$ cat config.mk
export PLATFORM = sky130hd
export DESIGN_NAME = timed_shift_positioner_sequencer_unit_flat
export DESIGN_NICKNAME = d
export VERILOG_FILES = /design/src/hw/rtl/tsps_pkg.sv /design/src/hw/rtl/tsps_if.sv /design/src/hw/rtl/tsps_cfg.sv /design/src/hw/rtl/tsps_step.sv /design/src/hw/rtl/timed_shift_positioner_sequencer_unit.sv /design/src/flat_wrapper.sv
export SDC_FILE = /design/constraint.sdc
export NUM_CORES = 1
export LEC_CHECK = 0
export BUFFER_PORTS_ARGS = -buffer_cell sky130_fd_sc_hd__clkbuf_2
export CORE_UTILIZATION = 60
export DETAILED_ROUTE_END_ITERATION = 10
export PLACE_DENSITY = 0.9
export RECOVER_POWER = 25
export SYNTH_ARGS = -nofsm -noshare
export SYNTH_HDL_FRONTEND = slang
export SYNTH_SLANG_ARGS = --single-unit
$ cat constraint.sdc
create_clock -name clk -period 10.8 [get_ports clk]
set_input_delay 1.08 -clock clk [delete_from_list [all_inputs] [get_ports clk]]
set_output_delay 1.08 -clock clk [all_outputs]
set_load 0.05 [all_outputs]
$ cat src/hw/rtl/tsps_pkg.sv
// ----------------------------------------------------------------------------
// tsps_pkg
// Shared types, codes and constants of the shift positioner sequencer.
// ----------------------------------------------------------------------------
package tsps_pkg;

  // time counter width, all elapsed times wrap at this width
  localparam int TIME_BITS = 32;
  localparam int POS_BITS  = 32;
  localparam int MS_BITS   = 16;
  localparam int CFG_DATA_BITS  = 32;
  localparam int CFG_INDEX_BITS = 3;

  // stall and arrival thresholds
  localparam logic signed [POS_BITS:0] FAR_ERROR   = 33'sd5000;
  localparam logic signed [POS_BITS:0] NEAR_ERROR  = 33'sd3000;
  localparam logic signed [POS_BITS-1:0] STILL_SPEED = 32'sd5;

  // phase codes
  localparam logic [1:0] PHASE_IDLE      = 2'd0;
  localparam logic [1:0] PHASE_MOVING    = 2'd1;
  localparam logic [1:0] PHASE_HOLDING   = 2'd2;
  localparam logic [1:0] PHASE_RETURNING = 2'd3;

  // request codes
  localparam logic [1:0] REQ_IDLE    = 2'd0;
  localparam logic [1:0] REQ_FORWARD = 2'd1;
  localparam logic [1:0] REQ_REVERSE = 2'd2;
  localparam logic [1:0] REQ_UNUSED  = 2'd3;

  // register indexes
  localparam logic [CFG_INDEX_BITS-1:0] REG_FORWARD_POSITION = 3'd0;
  localparam logic [CFG_INDEX_BITS-1:0] REG_REVERSE_POSITION = 3'd1;
  localparam logic [CFG_INDEX_BITS-1:0] REG_ORIGIN_POSITION  = 3'd2;
  localparam logic [CFG_INDEX_BITS-1:0] REG_FORWARD_HOLD     = 3'd3;
  localparam logic [CFG_INDEX_BITS-1:0] REG_REVERSE_HOLD     = 3'd4;
  localparam logic [CFG_INDEX_BITS-1:0] REG_RETRY_INTERVAL   = 3'd5;
  localparam logic [CFG_INDEX_BITS-1:0] REG_RETRY_WINDOW     = 3'd6;
  localparam logic [CFG_INDEX_BITS-1:0] REG_MOVE_TIMEOUT     = 3'd7;

  typedef struct packed {
    logic        [TIME_BITS-1:0] time_ms;
    logic        [1:0]           request;
    logic                        motor_ready;
    logic signed [POS_BITS-1:0]  measured_position;
    logic signed [POS_BITS-1:0]  measured_velocity;
  } tsps_item_t;

  typedef struct packed {
    logic                       send_command;
    logic signed [POS_BITS-1:0] command_position;
    logic        [1:0]          phase;
  } tsps_result_t;

  typedef struct packed {
    logic signed [POS_BITS-1:0] forward_position;
    logic signed [POS_BITS-1:0] reverse_position;
    logic signed [POS_BITS-1:0] origin_position;
    logic        [MS_BITS-1:0]  forward_hold_ms;
    logic        [MS_BITS-1:0]  reverse_hold_ms;
    logic        [MS_BITS-1:0]  retry_interval_ms;
    logic        [MS_BITS-1:0]  retry_window_ms;
    logic        [MS_BITS-1:0]  move_timeout_ms;
  } tsps_cfg_t;

  typedef struct packed {
    logic [1:0]           phase;
    logic [1:0]           last_request;
    logic [TIME_BITS-1:0] move_start_time;
    logic [TIME_BITS-1:0] last_send_time;
    logic [TIME_BITS-1:0] hold_start_time;
  } tsps_state_t;

endpackage

$ cat src/hw/rtl/tsps_if.sv
// ----------------------------------------------------------------------------
// tsps_if
// Valid/ready channels for control ticks and sequencer results.
// ----------------------------------------------------------------------------
interface tsps_tick_if;
  logic                                        valid;
  logic                                        ready;
  logic        [tsps_pkg::TIME_BITS-1:0]       time_ms;
  logic        [1:0]                           request;
  logic                                        motor_ready;
  logic signed [tsps_pkg::POS_BITS-1:0]        measured_position;
  logic signed [tsps_pkg::POS_BITS-1:0]        measured_velocity;

  modport source (output valid, time_ms, request, motor_ready, measured_position,
                  measured_velocity, input ready);
  modport sink (input valid, time_ms, request, motor_ready, measured_position,
                measured_velocity, output ready);
endinterface

interface tsps_result_if;
  logic                                 valid;
  logic                                 ready;
  logic                                 send_command;
  logic signed [tsps_pkg::POS_BITS-1:0] command_position;
  logic        [1:0]                    phase;

  modport source (output valid, send_command, command_position, phase, input ready);
  modport sink (input valid, send_command, command_position, phase, output ready);
endinterface

$ cat src/hw/rtl/tsps_cfg.sv
// ----------------------------------------------------------------------------
// tsps_cfg
// Configuration register file, written through a plain write port.
// ----------------------------------------------------------------------------
module tsps_cfg (
  input  logic                                     clk,
  input  logic                                     rst,
  input  logic                                     wr_en,
  input  logic [tsps_pkg::CFG_INDEX_BITS-1:0]      wr_index,
  input  logic [tsps_pkg::CFG_DATA_BITS-1:0]       wr_data,
  output tsps_pkg::tsps_cfg_t                      cfg
);

  // register writes, reset loads the default set
  always_ff @(posedge clk) begin
    if (rst) begin
      cfg.forward_position  <= '0;
      cfg.reverse_position  <= '0;
      cfg.origin_position   <= '0;
      cfg.forward_hold_ms   <= 16'd1000;
      cfg.reverse_hold_ms   <= 16'd1000;
      cfg.retry_interval_ms <= 16'd300;
      cfg.retry_window_ms   <= 16'd700;
      cfg.move_timeout_ms   <= 16'd1500;
    end else if (wr_en) begin
      unique case (wr_index)
        tsps_pkg::REG_FORWARD_POSITION: cfg.forward_position  <= wr_data;
        tsps_pkg::REG_REVERSE_POSITION: cfg.reverse_position  <= wr_data;
        tsps_pkg::REG_ORIGIN_POSITION:  cfg.origin_position   <= wr_data;
        tsps_pkg::REG_FORWARD_HOLD:     cfg.forward_hold_ms   <= wr_data[tsps_pkg::MS_BITS-1:0];
        tsps_pkg::REG_REVERSE_HOLD:     cfg.reverse_hold_ms   <= wr_data[tsps_pkg::MS_BITS-1:0];
        tsps_pkg::REG_RETRY_INTERVAL:   cfg.retry_interval_ms <= wr_data[tsps_pkg::MS_BITS-1:0];
        tsps_pkg::REG_RETRY_WINDOW:     cfg.retry_window_ms   <= wr_data[tsps_pkg::MS_BITS-1:0];
        tsps_pkg::REG_MOVE_TIMEOUT:     cfg.move_timeout_ms   <= wr_data[tsps_pkg::MS_BITS-1:0];
        default: ;
      endcase
    end
  end

endmodule

$ cat src/hw/rtl/tsps_step.sv
// ----------------------------------------------------------------------------
// tsps_step
// Single-tick sequencer update: phase transitions, retries and commands.
// ----------------------------------------------------------------------------
module tsps_step (
  input  tsps_pkg::tsps_item_t   item,
  input  tsps_pkg::tsps_state_t  state,
  input  tsps_pkg::tsps_cfg_t    cfg,
  output tsps_pkg::tsps_state_t  state_next,
  output tsps_pkg::tsps_result_t result
);

  logic [1:0]                             req;
  logic                                   new_req;
  logic signed [tsps_pkg::POS_BITS-1:0]   target;
  logic signed [tsps_pkg::POS_BITS:0]     pos_err;
  logic                                   far;
  logic                                   near;
  logic                                   still;
  logic [tsps_pkg::TIME_BITS-1:0]         since_send;
  logic [tsps_pkg::TIME_BITS-1:0]         since_move;
  logic [tsps_pkg::TIME_BITS-1:0]         since_hold;
  logic [tsps_pkg::MS_BITS-1:0]           hold_ms;
  tsps_pkg::tsps_state_t                  mid;
  logic                                   send;
  logic signed [tsps_pkg::POS_BITS-1:0]   cmd;

  // unused request code counts as idle
  assign req = (item.request == tsps_pkg::REQ_UNUSED) ? tsps_pkg::REQ_IDLE : item.request;
  assign new_req = (req != tsps_pkg::REQ_IDLE) && (req != state.last_request);

  // request handling comes first, the phase logic sees its outcome
  always_comb begin
    mid = state;
    if (new_req) begin
      mid.last_request    = req;
      mid.phase           = tsps_pkg::PHASE_MOVING;
      mid.move_start_time = item.time_ms;
      mid.last_send_time  = item.time_ms;
    end else if (req == tsps_pkg::REQ_IDLE) begin
      mid.last_request = tsps_pkg::REQ_IDLE;
    end
  end

  // target of the current move and the stall / arrival tests
  always_comb begin
    if (mid.phase == tsps_pkg::PHASE_RETURNING) begin
      target = cfg.origin_position;
    end else if (mid.last_request == tsps_pkg::REQ_FORWARD) begin
      target = cfg.forward_position;
    end else begin
      target = cfg.reverse_position;
    end
  end

  assign pos_err = {item.measured_position[tsps_pkg::POS_BITS-1], item.measured_position}
                 - {target[tsps_pkg::POS_BITS-1], target};
  assign far   = (pos_err > tsps_pkg::FAR_ERROR) || (pos_err < -tsps_pkg::FAR_ERROR);
  assign near  = (pos_err < tsps_pkg::NEAR_ERROR) && (pos_err > -tsps_pkg::NEAR_ERROR);
  assign still = (item.measured_velocity < tsps_pkg::STILL_SPEED)
              && (item.measured_velocity > -tsps_pkg::STILL_SPEED);

  // wrapping elapsed times
  assign since_send = item.time_ms - mid.last_send_time;
  assign since_move = item.time_ms - mid.move_start_time;
  assign since_hold = item.time_ms - mid.hold_start_time;
  assign hold_ms = (mid.last_request == tsps_pkg::REQ_FORWARD) ? cfg.forward_hold_ms
                                                               : cfg.reverse_hold_ms;

  // phase logic and command selection
  always_comb begin
    state_next = mid;
    send = new_req;
    cmd  = target;
    if (!item.motor_ready) begin
      state_next              = state;
      state_next.phase        = tsps_pkg::PHASE_IDLE;
      state_next.last_request = tsps_pkg::REQ_IDLE;
      send                    = 1'b0;
    end else begin
      unique case (mid.phase) inside
        tsps_pkg::PHASE_MOVING, tsps_pkg::PHASE_RETURNING: begin
          // stalled drive far from target gets the command again
          if (far && still
              && (since_send >= {{(tsps_pkg::TIME_BITS-tsps_pkg::MS_BITS){1'b0}},
                                 cfg.retry_interval_ms})
              && (since_move < {{(tsps_pkg::TIME_BITS-tsps_pkg::MS_BITS){1'b0}},
                                cfg.retry_window_ms})) begin
            state_next.last_send_time = item.time_ms;
            send = 1'b1;
          end
          if (near || (since_move >= {{(tsps_pkg::TIME_BITS-tsps_pkg::MS_BITS){1'b0}},
                                      cfg.move_timeout_ms})) begin
            if (mid.phase == tsps_pkg::PHASE_MOVING) begin
              state_next.phase           = tsps_pkg::PHASE_HOLDING;
              state_next.hold_start_time = item.time_ms;
            end else begin
              state_next.phase = tsps_pkg::PHASE_IDLE;
            end
          end
        end
        tsps_pkg::PHASE_HOLDING: begin
          // hold over, command the origin
          if (since_hold >= {{(tsps_pkg::TIME_BITS-tsps_pkg::MS_BITS){1'b0}}, hold_ms}) begin
            state_next.phase           = tsps_pkg::PHASE_RETURNING;
            state_next.move_start_time = item.time_ms;
            state_next.last_send_time  = item.time_ms;
            send = 1'b1;
            cmd  = cfg.origin_position;
          end
        end
        default: ;
      endcase
    end
  end

  assign result.send_command     = send;
  assign result.command_position = send ? cmd : '0;
  assign result.phase            = state_next.phase;

endmodule

$ cat src/hw/rtl/timed_shift_positioner_sequencer_unit.sv
// ----------------------------------------------------------------------------
// timed_shift_positioner_sequencer_unit
// Move / hold / return sequencer for a position-controlled shift drive.
// ----------------------------------------------------------------------------
// Usage:
//   tick   : one control tick per transaction (time, request, drive status,
//            measured position and velocity), valid/ready handshake
//   result : one transaction per tick (send_command, command_position, phase)
//   wr_en / wr_index / wr_data : register writes, only while the block is idle
// Path: an accepted tick is captured in the input register; its result is
//   loaded into the result register once that register is free or being
//   drained, and is offered from then on.
// Throughput: one tick per cycle while result.ready is high; the update is
//   one pass of compare and subtract logic between the input register and
//   the result register, the sequencer state written back in the same cycle.
// Stall: when the result receiver holds ready low, the result waits in its
//   register, one more tick waits in the input register, and tick.ready drops
//   only once both are full.
// Reset: rst (synchronous) empties both registers, puts the sequencer in idle
//   and reloads the register defaults.
// ----------------------------------------------------------------------------
module timed_shift_positioner_sequencer_unit (
  input  logic                                clk,
  input  logic                                rst,
  tsps_tick_if.sink                           tick,
  tsps_result_if.source                       result,
  input  logic                                wr_en,
  input  logic [tsps_pkg::CFG_INDEX_BITS-1:0] wr_index,
  input  logic [tsps_pkg::CFG_DATA_BITS-1:0]  wr_data
);

  tsps_pkg::tsps_cfg_t    cfg;
  tsps_pkg::tsps_state_t  state;
  tsps_pkg::tsps_state_t  state_next;
  tsps_pkg::tsps_item_t   item;
  tsps_pkg::tsps_result_t step_result;
  tsps_pkg::tsps_result_t res;
  logic                   item_valid;
  logic                   res_valid;
  logic                   advance;

  // configuration registers
  tsps_cfg u_cfg (
    .clk      (clk),
    .rst      (rst),
    .wr_en    (wr_en),
    .wr_index (wr_index),
    .wr_data  (wr_data),
    .cfg      (cfg)
  );

  // the input item moves on when the result register is free or being drained
  assign advance    = item_valid && (!res_valid || result.ready);
  assign tick.ready = !item_valid || advance;

  // input register
  always_ff @(posedge clk) begin
    if (rst) begin
      item_valid <= 1'b0;
    end else if (tick.ready) begin
      item_valid <= tick.valid;
    end
  end

  always_ff @(posedge clk) begin
    if (tick.ready && tick.valid) begin
      item.time_ms           <= tick.time_ms;
      item.request           <= tick.request;
      item.motor_ready       <= tick.motor_ready;
      item.measured_position <= tick.measured_position;
      item.measured_velocity <= tick.measured_velocity;
    end
  end

  // sequencer update
  tsps_step u_step (
    .item       (item),
    .state      (state),
    .cfg        (cfg),
    .state_next (state_next),
    .result     (step_result)
  );

  // sequencer state, written once per transaction
  always_ff @(posedge clk) begin
    if (rst) begin
      state <= '0;
    end else if (advance) begin
      state <= state_next;
    end
  end

  // result register
  always_ff @(posedge clk) begin
    if (rst) begin
      res_valid <= 1'b0;
    end else if (advance) begin
      res_valid <= 1'b1;
    end else if (result.ready) begin
      res_valid <= 1'b0;
    end
  end

  always_ff @(posedge clk) begin
    if (advance) begin
      res <= step_result;
    end
  end

  assign result.valid            = res_valid;
  assign result.send_command     = res.send_command;
  assign result.command_position = res.command_position;
  assign result.phase            = res.phase;

  // no command position is shown without a command
  a_quiet_position: assert property (@(posedge clk) disable iff (rst)
    (result.valid && !result.send_command) |-> (result.command_position == '0))
    else $error("command position nonzero without send_command");

  // a drive that is not ready leaves the sequencer idle
  a_not_ready_idle: assert property (@(posedge clk) disable iff (rst)
    (advance && !item.motor_ready) |=> (state.phase == tsps_pkg::PHASE_IDLE))
    else $error("sequencer not idle after drive not ready");

  // a waiting tick is neither lost nor altered
  a_item_held: assert property (@(posedge clk) disable iff (rst)
    (item_valid && !advance) |=> (item_valid && $stable(item)))
    else $error("waiting tick lost or changed");

  // reset empties the result register
  a_reset_empty: assert property (@(posedge clk)
    rst |=> !result.valid)
    else $error("result valid right after reset");

endmodule

$ cat src/flat_wrapper.sv
// flat-port wrapper written by rule: the top's interface ports become plain ports
module timed_shift_positioner_sequencer_unit_flat 
  (clk, rst, wr_en, wr_index, wr_data, tick_valid, tick_time_ms, tick_request, tick_motor_ready, tick_measured_position, tick_measured_velocity, tick_ready, result_valid, result_send_command, result_command_position, result_phase, result_ready);
  tsps_tick_if tick_i ();
  tsps_result_if result_i ();
  input  logic clk;
  input  logic rst;
  input  logic wr_en;
  input  logic [tsps_pkg::CFG_INDEX_BITS-1:0] wr_index;
  input  logic [tsps_pkg::CFG_DATA_BITS-1:0] wr_data;
  input wire logic [$bits(tick_i.valid)-1:0] tick_valid;
  input wire logic [$bits(tick_i.time_ms)-1:0] tick_time_ms;
  input wire logic [$bits(tick_i.request)-1:0] tick_request;
  input wire logic [$bits(tick_i.motor_ready)-1:0] tick_motor_ready;
  input wire logic [$bits(tick_i.measured_position)-1:0] tick_measured_position;
  input wire logic [$bits(tick_i.measured_velocity)-1:0] tick_measured_velocity;
  output wire logic [$bits(tick_i.ready)-1:0] tick_ready;
  output wire logic [$bits(result_i.valid)-1:0] result_valid;
  output wire logic [$bits(result_i.send_command)-1:0] result_send_command;
  output wire logic [$bits(result_i.command_position)-1:0] result_command_position;
  output wire logic [$bits(result_i.phase)-1:0] result_phase;
  input wire logic [$bits(result_i.ready)-1:0] result_ready;
  assign tick_i.valid = tick_valid;
  assign tick_i.time_ms = tick_time_ms;
  assign tick_i.request = tick_request;
  assign tick_i.motor_ready = tick_motor_ready;
  assign tick_i.measured_position = tick_measured_position;
  assign tick_i.measured_velocity = tick_measured_velocity;
  assign tick_ready = tick_i.ready;
  assign result_valid = result_i.valid;
  assign result_send_command = result_i.send_command;
  assign result_command_position = result_i.command_position;
  assign result_phase = result_i.phase;
  assign result_i.ready = result_ready;
  timed_shift_positioner_sequencer_unit u_core (.clk(clk), .rst(rst), .tick(tick_i), .result(result_i), .wr_en(wr_en), .wr_index(wr_index), .wr_data(wr_data));
endmodule
==> run_results.csv, run 1 <==
group,metric,value,unit
layout,drive_gt1_frac,0.110,
global_routing,grt_pass1_wl,126,mm
placed_design,hpwlAfterDp,57.7,mm
global_routing,grt-ovfl-total,0,
layout,n_fill_cell,3382,
yosys,synthesis.area,26900,um2
global_routing,met1_usage,0.483,
cts,worstSkewPairLatency,600,ps
cts,cts_root_buffer,"clkbuf_16",
timing,slew_headroom,-3.62,
cts,clock-sinks,412,
global_routing,grt.busiest_layer,"met2",
floorplanning,die_x,214,um
yosys,synth_area_leaders,"dfxtp_1, edfxtp_1, ha_1",
timing,hold_slack,455,ps
global_routing,met3_usage,0.0734,
yosys,ys_types,88,
global_routing,antenna_found_initial,0,
yosys,synthMuxAreaShare,0.0558,
floorplanning,pin_count,176,
cts,cts_tree,"done",
yosys,avgSynthCellArea,8.30,um2
run_status,violations,"capacitance limit, slew limit",
hold_path,min_path_type,"reg -> reg",
route,route.vias.total,25400,
yosys,synth_seq_cells,412,
timing,tightest_slew,6930,ps
yosys,synthSimpleGateAreaFrac,0.199,
yosys,synth-edff-count,134,
placed_design,gp_congestion,1.03,
layout,area_delta_synth_final,9.98,%
yosys,synth-async-reset-ratio,0,
yosys,yosys.area.top_type_share,0.207,
yosys,syn_inst,3237,
timing,setup_ws,1990,ps
critical_path,critPathLaunchType,"primary input",
timing,fmax,113,MHz
yosys,synth_top_family_by_area,"compound AO/OA/AOI/OAI gates",
route,vias_per_cell,6.46,
yosys,synth_compound_area_frac,0.220,
cts,htreeDepth,2,
floorplanning,die-height,214,um
yosys,synth.most_common_cell,"nand2_1",
yosys,ys.flop_type,"dfxtp_1",
route,ant_nets,0,
critical_path,criticalPathCategory,"in -> reg",
cts,clockBufferDepth,3,
timing,maxSlewViolCount,214,
route,routedWlPerCell,20.7,um
cts,cts_hold_buf,0,
yosys,synthTopCellsByCount,"nand2_1, a21oi_1, nor2_1, dfxtp_1, ha_1",
power_and_ir_drop,vdd_drop_max,0.154,mV
yosys,synth_fa_ha_area_frac,0.0895,
timing,setup_tns,0,ps
global_routing,grt_pass1_vias,23300,
cts,cts_buffers,45,
critical_path,endpoint_kind,"flip-flop",
floorplanning,start_util,0.607,
yosys,yosysSeqAreaShare,0.357,
route,wirelength,81.4,mm
layout,finalNetCount,3631,
cts,ctsResizeCount,0,
route,drcViolationCount,0,
yosys,synth_xor_area_frac,0.0274,
power_and_ir_drop,power_density,146,nW/um2
timing,fin_crit,8810,ps
yosys,syn-num-nets,3565,
run_status,status,"complete, but fails checks",
timing,rsz0062_at_grt,"false",
timing,fin_worst_skew,25.7,ps
timing,final-setup-viol-count,0,
run,drv_cap,2,
layout,antenna_cells,0,
critical_path,crit_required,11220,ps
yosys,synth_largest_area_cell,"dfxtp_1",
placed_design,port_buffers,175,
timing,layout_worst_path_cycle_share,0.816,
global_routing,met2_usage,0.533,
global_routing,grt_usage,0.350,
yosys,ys_warn_count,0,
power_and_ir_drop,leakage,0.0114,uW
critical_path,cp_data_arrival_time,9230,ps
floorplanning,core_area,44200,um2
route,drt_iter0_drc,3283,
floorplanning,rows,77,
floorplanning,die_area,45600,um2
cts,path_clk_slew,60,ps
cts,cts_setup_buffers,0,
placed_design,dp_slack,2500,ps
critical_path,worstPathMaxFanout,162,
route,first_pass_iters,7,
timing,hold_viol_final,0,
global_routing,grt_max_degree,163,
[stage by stage]
| step | power, uW | instances | util | cell area (um2) |
|---|---|---|---|---|
| global route | 4470 | 3932 | 0.668 | 29500 |
| detailed placement | 2660 | 3848 | 0.633 | 28000 |
| finish | 4320 | 3932 | 0.668 | 29500 |
| floorplan | 2400 | 3237 | - | 26900 |
| CTS | 4290 | 3932 | 0.668 | 29600 |
| global placement | 2640 | 3848 | 0.633 | 28000 |
[routing by layer]
metal	routed length, um	vias to the layer above
li1	-	11800
met5	0	-
met3	9360	246
met2	35400	1522
met4	3360	0
met1	33300	11900
[path summary, 6_finish.rpt]
path	startpoint	end	slack, ps	cells past startpoint
max	rst	u_core.state[56]	1990	4
min reg2reg	u_core.u_cfg.cfg[165]	u_core.u_cfg.cfg[165]	450	2
min	u_core.u_cfg.cfg[165]	u_core.u_cfg.cfg[165]	450	2
max reg2reg	u_core.item[66]	u_core.state[32]	2120	31
[where the power goes]
group | switching [uW] | internal [uW] | total, uW
Clock | 682 | 968 | 1650
Combinational | 601 | 360 | 961
Sequential | 52.4 | 1660 | 1710
Total | 1340 | 2990 | 4320
[cell usage in the layout (no fill, tap or decap), types with 14 or more instances in the layout]
cell type / instances
clkbuf_1: 14
nand3b_1: 24
nor2b_1: 38
a2111oi_2: 20
a21oi_1: 360
and2_1: 24
nand2_1: 459
nor4_1: 20
clkbuf_2: 168
a211oi_1: 16
o21a_1: 27
clkbuf_16: 50
nand3_1: 70
a31oi_1: 26
o211ai_1: 16
nor3_1: 63
nand2b_1: 33
o21ai_0: 122
inv_1: 168
o21bai_1: 33
and3_1: 34
a2111oi_0: 14
or3_1: 18
edfxtp_1: 134
buf_4: 23
nand4_1: 44
nor2_1: 278
o22ai_1: 18
o31ai_2: 28
o31ai_1: 17
ha_1: 184
xnor2_1: 55
dfxtp_1: 278
xor2_1: 29
mux2i_1: 135
a21o_1: 82
[state kept, by name, indices dropped and copies added, names as in the netlist]
signal and flops:
u_core.item 99, u_core.item_valid 1, u_core.result.command_position 32, u_core.result.phase 2
u_core.result.send_command 1, u_core.result.valid 1, u_core.state 100, u_core.u_cfg.cfg 176
[logic make-up (layout without fill, tap and decap cells)]
| group | after synthesis | in the layout |
|---|---|---|
| XOR/XNOR | 84 | 84 |
| flip-flops | 412 | 412 |
| AND/OR/NAND/NOR | 1161 | 1161 |
| buffers and inverters | 347 | 450 |
| AO/OA/AOI/OAI | 895 | 895 |
| adder cells (fa/ha/maj) | 190 | 190 |
| multiplexers | 148 | 148 |
[worst max-delay path, cell delays in order]
cell and delay (ps):
clkbuf_1 4620, nor2_1 1970, o21ai_1 1330, o22ai_1 150
[layout make-up]
type                            instances  area [um2]  share of cell area
Clock inverter                         23         240             0.00813
Tap cell                              592         741              0.0251
Multi-Input combinational cell       2478       16000               0.540
Timing Repair Buffer                  198        1040              0.0352
Sequential cell                       412        9590               0.325
Inverter                              168         631              0.0214
Clock buffer                           61        1330              0.0451
Note: power is estimated with default switching activity, not from simulation.
==> run 2, diff against run 1 <==
Settings changed: CORE_UTILIZATION 60 to 56, PLACE_DENSITY 0.9 to 0.89.
Clock period 10.8 ns to 7.7 ns, I/O delays scaled along.
==> run 2 against run 1 <==
  * The run still ends with capacitance limit, slew limit left
  * Routed wire length rose by 0.99%
  * Register-to-register slack got worse by 1800 ps
  * Sequential share of layout area fell by 0.31 points
  * Critical path depth rose by 21
  * Non-clock buffer count rose by 22
  * Cell area rose by 0.95%
  * Via count rose by 0.55%
  * Setup slack got worse by 1700 ps
  * Largest cell class unchanged
==> run_results.csv, run 2 (synthesis gave the netlist of run 1 again) <==
group,metric,value,unit
layout,reg_top3,"u_core.u_cfg.cfg x176, u_core.state x100, u_core.item x99",
timing,tightest_slew,3170,ps
critical_path,crit_required,8050,ps
floorplanning,rows,79,
floorplanning,pin_count,176,
layout,finalNetCount,3654,
run,drv_cap,1,
cts,cts_buffers,45,
global_routing,antenna_found_initial,1,
cts,cts_tree,"done",
critical_path,r2r_cells,25,
timing,setup_tns,0,ps
global_routing,grt_usage,0.323,
floorplanning,core_area,47000,um2
power_and_ir_drop,leakage,0.0115,uW
timing,layout_worst_path_cycle_share,0.957,
route,wirelength,82.2,mm
timing,slew_headroom,-1.11,
timing,maxSlewViolCount,40,
critical_path,critical_path.slowest_cell,"or4_4",
critical_path,crit_family,"compound AO/OA/AOI/OAI gates",
placed_design,port_buffers,175,
power_and_ir_drop,vdd_drop_max,0.171,mV
run_status,violations,"capacitance limit, slew limit",
timing,final-setup-viol-count,0,
hold_path,hold_start,"tick_time_ms[15]",
hold_path,min_path_type,"in -> reg",
route,top_layer_used,"met5",
power_and_ir_drop,finalPower,6090,uW
layout,antenna_cells,0,
cts,clock-sinks,412,
placed_design,gp_congestion,0.985,
critical_path,criticalPathCategory,"reg -> reg",
global_routing,grt_pass1_vias,23800,
hold_path,hold_depth,1,
critical_path,cp_data_arrival_time,7720,ps
floorplanning,die_x,221,um
placed_design,dp_slack,225,ps
route,first_pass_iters,9,
layout,area_delta_synth_final,11.0,%
layout,largest-register,"u_core.u_cfg.cfg",
critical_path,endpoint_kind,"flip-flop",
timing,fin_worst_skew,28.1,ps
route,wl_met3,8.78,mm
critical_path,cp_slowest_stage_delay,620,ps
route,routedWlPerCell,20.7,um
run_status,status,"complete, but fails checks",
floorplanning,start_util,0.572,
floorplanning,die_area,48800,um2
critical_path,cp_num_buf_inv,4,
critical_path,r2r_slack,330,ps
layout,largest_register_ffs,176,
route,drt-met1-wl,33.8,mm
critical_path,rr_startpoint,"u_core.item[65]",
critical_path,r2r_end,"u_core.result.command_position[20]",
cts,cts_root_buffer,"clkbuf_16",
layout,n_fill_cell,3730,
critical_path,critPathLaunchType,"flip-flop",
route,vias_per_cell,6.43,
cts,worstSkewPairLatency,610,ps
cts,htreeDepth,2,
cts,path_clk_slew,70,ps
global_routing,grt_pass1_wl,128,mm
timing,setup_ws,328,ps
power_and_ir_drop,power_density,204,nW/um2
layout,final_cell_mix,"nand2_1, a21oi_1, nor2_1, dfxtp_1, ha_1",
layout,final_common_cell,"nand2_1",
timing,fin_crit,7370,ps
route,wl_met2,36.1,mm
cts,clockBufferDepth,3,
global_routing,grt-ovfl-total,0,
floorplanning,die-height,221,um
placed_design,hpwlAfterDp,58.0,mm
route,route.vias.total,25500,
hold_path,hold-path-endpoint,"u_core.item[82]",
global_routing,grt_max_degree,250,
timing,rsz0062_at_grt,"false",
route,drt_iter0_drc,3269,
critical_path,worstPathMaxFanout,28,
timing,hold_viol_final,0,
route,ant_nets,0,
route,drcViolationCount,0,
timing,fmax,136,MHz
layout,drive_gt1_frac,0.117,
-- run 2: worst max path at each step --
stage,startpoint,to,slack (ps),cells after the start
after floorplan,u_core.item[66],u_core.state[33],470,36
after global placement,u_core.item[66],u_core.state[32],410,32
after detailed placement,u_core.item[66],u_core.state[34],230,32
after CTS,u_core.item[66],u_core.state[35],120,32
after global routing,u_core.item[65],u_core.result.command_position[18],30,26
final,u_core.item[65],u_core.result.command_position[20],330,25
-- run 2: per-stage QoR --
step | area (um2) | cells | hold WS (ps) | util
final | 29800 | 3970 | 330 | 0.635
after global routing | 29800 | 3970 | 330 | 0.635
after CTS | 29700 | 3962 | 316 | 0.633
after detailed placement | 28200 | 3878 | 445 | 0.600
after global placement | 28200 | 3878 | 439 | 0.600
after floorplan | 26900 | 3237 | 433 | -
-- run 2: power breakdown --
part | switching [uW] | internal [uW]
registers | 71.2 | 2320
clock network | 983 | 1340
logic | 852 | 513
total | 1910 | 4180
-- run 2: layout make-up --
type | instances | area [um2] | share of cell area
Tap cell | 607 | 759 | 0.0255
Clock inverter | 23 | 279 | 0.00936
Sequential cell | 412 | 9590 | 0.322
Inverter | 168 | 631 | 0.0211
Timing Repair Buffer | 220 | 1250 | 0.0420
Clock buffer | 61 | 1310 | 0.0439
Multi-Input combinational cell | 2479 | 16000 | 0.537
-- run 2: per-layer routing --
layer  vias to the layer above  track usage
met4                         2        0.136
met1                     12000        0.443
met3                       260       0.0546
met5                         -            0
li1                      11800            -
met2                      1524        0.504
-- run 2: timing repair --
item / CTS / global route
buffers inserted: 0 / 7
hold buffers: 0 / 0
setup endpoints to repair: 0 / 90
endpoints found under the hold margin: 0 / 0
gates resized for setup: 0 / 6
